## config.mk

```make
export PLATFORM = sky130hd
export DESIGN_NAME = vrp_div
export DESIGN_NICKNAME = d
export VERILOG_FILES = /design/src/sv/vrp_pkg.sv /design/src/sv/vrp_div.sv
export SDC_FILE = /design/constraint.sdc
export NUM_CORES = 2
export LEC_CHECK = 0
export ABC_CLOCK_PERIOD_IN_PS = 9900
export BUFFER_PORTS_ARGS = -buffer_cell sky130_fd_sc_hd__buf_2
export CORE_MARGIN = 4
export CORE_UTILIZATION = 50
export DETAILED_ROUTE_END_ITERATION = 10
export PLACE_DENSITY = 0.66
export SYNTH_ARGS = -nofsm -noshare
export SYNTH_HDL_FRONTEND = slang
export SYNTH_SLANG_ARGS = --single-unit
```

## constraint.sdc

```tcl
create_clock -name clk -period 9.9 [get_ports clk]
set_input_delay 0.99 -clock clk [delete_from_list [all_inputs] [get_ports clk]]
set_output_delay 0.99 -clock clk [all_outputs]
set_load 0.02 [all_outputs]
```

## src/sv/vrp_pkg.sv

```systemverilog
// Shared types and constants for the vertex rotate and project block.
// No dependencies; used by vrp_div, vertex_rotate_project and its checker.
package vrp_pkg;

  // Register indexes on the configuration port.
  localparam logic [2:0] REG_OBJECT_SCALE  = 3'd0;
  localparam logic [2:0] REG_OFFSET_X      = 3'd1;
  localparam logic [2:0] REG_OFFSET_Y      = 3'd2;
  localparam logic [2:0] REG_OFFSET_Z      = 3'd3;
  localparam logic [2:0] REG_EYE_DISTANCE  = 3'd4;
  localparam logic [2:0] REG_SCREEN_WIDTH  = 3'd5;
  localparam logic [2:0] REG_SCREEN_HEIGHT = 3'd6;

  localparam logic [15:0] RST_OBJECT_SCALE  = 16'd2944;
  localparam logic [15:0] RST_OFFSET_Z      = 16'd6400;
  localparam logic [15:0] RST_EYE_DISTANCE  = 16'd2560;
  localparam logic [7:0]  RST_SCREEN_SIZE   = 8'd32;

  // Projection numerator, its magnitude and the divisor (256 * depth).
  localparam int NUM_W = 49;
  localparam int MAG_W = 48;
  localparam int DEN_W = 38;
  // Quotient bits resolved by the divider; larger values saturate anyway.
  localparam int QB    = 9;
  localparam int DIV_LAT = QB + 2;
  localparam int FRONT_LAT = 6;
  localparam int LAT = FRONT_LAT + DIV_LAT;

  typedef struct packed {
    logic signed [7:0] q;
    logic              sat;
  } div_res_t;

endpackage

```

## src/sv/vrp_div.sv

```systemverilog
// Pipelined restoring divider: one quotient bit per stage, saturating to 8 bits.
// Depends on vrp_pkg for widths and the result struct.
module vrp_div (
  input  logic                              clk,
  input  logic signed [vrp_pkg::NUM_W-1:0]  num,
  input  logic        [vrp_pkg::DEN_W-1:0]  den,
  output vrp_pkg::div_res_t                 res
);

  localparam int MW = vrp_pkg::MAG_W;
  localparam int QB = vrp_pkg::QB;

  logic [MW-1:0]                rem_r [0:QB-1];
  logic [QB-1:0]                q_r   [0:QB];
  logic [vrp_pkg::DEN_W-1:0]    d_r   [0:QB-1];
  logic                         neg_r [0:QB];
  logic                         ovf_r [0:QB];
  vrp_pkg::div_res_t            res_r;
  vrp_pkg::div_res_t            res_nxt;

  logic [MW-1:0] mag;

  assign mag = MW'(num < 0 ? -num : num);

  always_ff @(posedge clk) begin
    rem_r[0] <= mag;
    q_r[0]   <= '0;
    d_r[0]   <= den;
    neg_r[0] <= (num < 0);
    ovf_r[0] <= (mag >= (MW'(den) << QB));
  end

  // Stage i settles quotient bit QB-i.
  for (genvar i = 1; i <= QB; i++) begin : g_stage
    logic [MW-1:0] sh;
    logic          ge;
    assign sh = MW'(d_r[i-1]) << (QB - i);
    assign ge = (rem_r[i-1] >= sh);
    always_ff @(posedge clk) begin
      q_r[i]   <= q_r[i-1] | (QB'(ge) << (QB - i));
      neg_r[i] <= neg_r[i-1];
      ovf_r[i] <= ovf_r[i-1];
    end
    if (i < QB) begin : g_rem
      always_ff @(posedge clk) begin
        rem_r[i] <= ge ? rem_r[i-1] - sh : rem_r[i-1];
        d_r[i]   <= d_r[i-1];
      end
    end
  end

  always_comb begin
    res_nxt.sat = 1'b0;
    res_nxt.q   = 8'sd0;
    if (!neg_r[QB]) begin
      if (ovf_r[QB] || q_r[QB] > QB'(127)) begin
        res_nxt.q   = 8'sd127;
        res_nxt.sat = 1'b1;
      end else begin
        res_nxt.q = 8'(q_r[QB]);
      end
    end else begin
      if (ovf_r[QB] || q_r[QB] > QB'(128)) begin
        res_nxt.q   = -8'sd128;
        res_nxt.sat = 1'b1;
      end else begin
        res_nxt.q = 8'(-q_r[QB]);
      end
    end
  end

  always_ff @(posedge clk) begin
    res_r <= res_nxt;
  end

  assign res = res_r;

endmodule

```

==> results.txt <==
share of cells above drive strength 1 = 6.47%
synth warn = 0
Starting Density = 50.8%
Die Y = 297 microns
Vias/cell = 5.37
largest fanout on the critical path = 4
worst path arrival time = 5.45 ns
RSZ-0062 raised after global routing = no
launch point of the worst hold path = q_r[5][5]$_DFF_P_
Setup CP Type = in2reg
Post-CTS Setup Bufs = 0
startpoint types = input pin
run status = completed
core area = 82500 sq um
GPL Wtd Cong = 0.948
Root Buffer = clkbuf_16
Async SR Flop Fraction = 0%
largest net degree at the start of global routing = 79
antenna diode count = 0
via count = 32254
count leader, synth = dfxtp_1
Worst-path clk slew = 0.06 ns
post-synthesis net count = 5291
clock buffer depth = 3
worst rel slew slack = 30.9%
slew at the pin with the worst max-slew slack = 1.03 ns
Die W = 297 microns
Fin Setup TNS = 0 ns
worst hold stages = 0
Distinct cells, synth = 89
synthesized area = 41900 sq um
1st-pass router iterations = 6
gr ovfl total = 0
Yosys top cell area share = 40.5%
Num CTS Buffers = 90
Final Hold Fails = 0
final worst slack = 5.01 ns
Finish-stage setup viols = 0
Peak Freq = 205 MHz
Post-synth EDFFs = 0
R2R Path End = rem_r[0][271]$_DFF_P_
clk_skew = 0.0215 ns
class of the worst hold path = reg2reg
first-pass GRT wire length = 154000 microns
Pwr Density = 324 nW/um^2
final WL = 94000 microns
Total GRT Usage = 20.7%
r2r setup slk = 5.69 ns
initial antenna violation count = 0
FF+latch count, synth = 848
Post-synth top flop = dfxtp_1
Routed Antenna Nets = 0
Leak = 0.0209 uW
Tcrit/Tclk final = 49.4%
synthesis-to-finish area growth = 10.4%
WP data required = 10.46 ns
clk_lat worst skew = 0.65 ns
synthesized instance count = 4812
num rows = 105
residual DRC count = 0
CTS tree = built
Max Cap Viol = 0
vias in the first global route = 31332
Slew Limit Fails = 0
Max rail drop VDD = 0.152 mV
Synth area leaders = dfxtp_1 41%, ha_1 11%, a21oi_1 4.9%
Die ar. = 88500 sq um
drt initial violations = 1970
Worst Hold Endpoint = q_r[6][5]$_DFF_P_
part of the Yosys area used for sequential elements = 40.5%
FF-to-FF Start = d_r[0][154]$_DFF_P_
Post-Place Cells = 5842
dpl ws = 4.35 ns
hold buffers post-CTS = 0
detailed placement HPWL = 74500 microns
Synth area leader = dfxtp_1
worst r2r path cells = 13
CTS resizes = 0
fin crit period = 4.89 ns
Final nets = 5343
Clock Sink Count = 848
IO Port Bufs = 96
num ports = 97
syn_area_per_cell = 8.71 sq um
Finished Layout Cells = 6001
FILL cells = 7548
crit path capture type = register
H-tree Lvls = 3
leading cell types by count after synthesis = 848 x dfxtp_1, 489 x inv_1, 421 x nand2_1
wire per inst = 15.7 microns
cells by family after synthesis:
| family | share of synthesized area [%] |
|---|---|
| fa+ha+maj | 11.8 |
| compound gates | 20.0 |
| simple gates | 13.7 |
| flops | 40.5 |
| xor+xnor | 7.36 |
| mux | 0.845 |
| buf+inv | 5.79 |
worst max path at each step:
stage | cells after the start | slack (ns) | end | from
final | 16 | 5.01 | ovf_r[0]$_DFF_P_ | num[5]
after floorplan | 18 | 5.31 | ovf_r[0]$_DFF_P_ | num[11]
after detailed placement | 16 | 4.35 | ovf_r[0]$_DFF_P_ | num[5]
after global placement | 18 | 4.45 | ovf_r[0]$_DFF_P_ | num[5]
after CTS | 16 | 5.01 | ovf_r[0]$_DFF_P_ | num[5]
after global routing | 19 | 4.80 | ovf_r[0]$_DFF_P_ | num[11]
placed cells by master (no fill, tap or decap), drive strengths merged, types with 72 or more instances in the layout:
master	instances
nand2	421
clkbuf	124
o21ai	397
dfxtp	848
buf	106
xnor2	217
nor3	72
a21oi	409
ha	383
nand3	87
nor2	252
xor2	135
a21o	154
nand4	85
inv	494
layout make-up:
| cell class | count | area [sq um] | share of cell area [%] |
|---|---|---|---|
| tap | 1070 | 1340 | 2.89 |
| clock buffer | 124 | 2600 | 5.62 |
| timing repair buffer | 106 | 556 | 1.20 |
| inverter | 490 | 1840 | 3.98 |
| clock inverter | 35 | 404 | 0.873 |
| sequential | 848 | 17000 | 36.7 |
| multi-input combinational | 3328 | 22600 | 48.7 |
where the power goes:
group / switching (uW) / total, uW / internal, uW
Sequential: 556 / 4940 / 4380
Combinational: 3840 / 6760 / 2920
Clock: 1340 / 3310 / 1970
Total: 5730 / 15000 / 9270
critical path: stages:
cell	delay, ns
buf_2	0.11
or4_4	0.56
nor3_4	0.22
and2b_1	0.20
nand3_1	0.15
o41ai_1	0.35
xnor2_1	0.17
ha_1	0.32
nand4_1	0.15
or4_1	0.54
or4_1	0.42
nor4_1	0.41
o31a_1	0.24
a2111oi_0	0.11
o311a_1	0.38
o21ai_1	0.13
metrics by stage:
| stage | hold slack (ns) | total power [uW] | instance area, sq um | utilization [%] |
|---|---|---|---|---|
| 6_report | 0.312 | 15000 | 46300 | 56.1 |
| 3_5_place_dp | 0.312 | 11700 | 43300 | 52.4 |
| 5_1_grt | 0.330 | 16200 | 46300 | 56.1 |
| 3_3_place_gp | 0.310 | 11600 | 43300 | 52.4 |
| 2_1_floorplan | 0.310 | 10100 | 41900 | - |
| 4_1_cts | 0.321 | 15100 | 46300 | 56.1 |
sequential cells by signal (all words and copies together), names as in the netlist:
signal,cells
d_r,342
neg_r,10
ovf_r,10
q_r,45
rem_r,432
res,9
layer usage:
layer / part of all wire [%] / track usage (%)
met1: 46 / 26.0
met2: 45 / 34.9
met3: 3.9 / 2.77
met4: 5.4 / 10.3
met5: 0 / 0
Note: power is estimated with default switching activity, not from simulation.
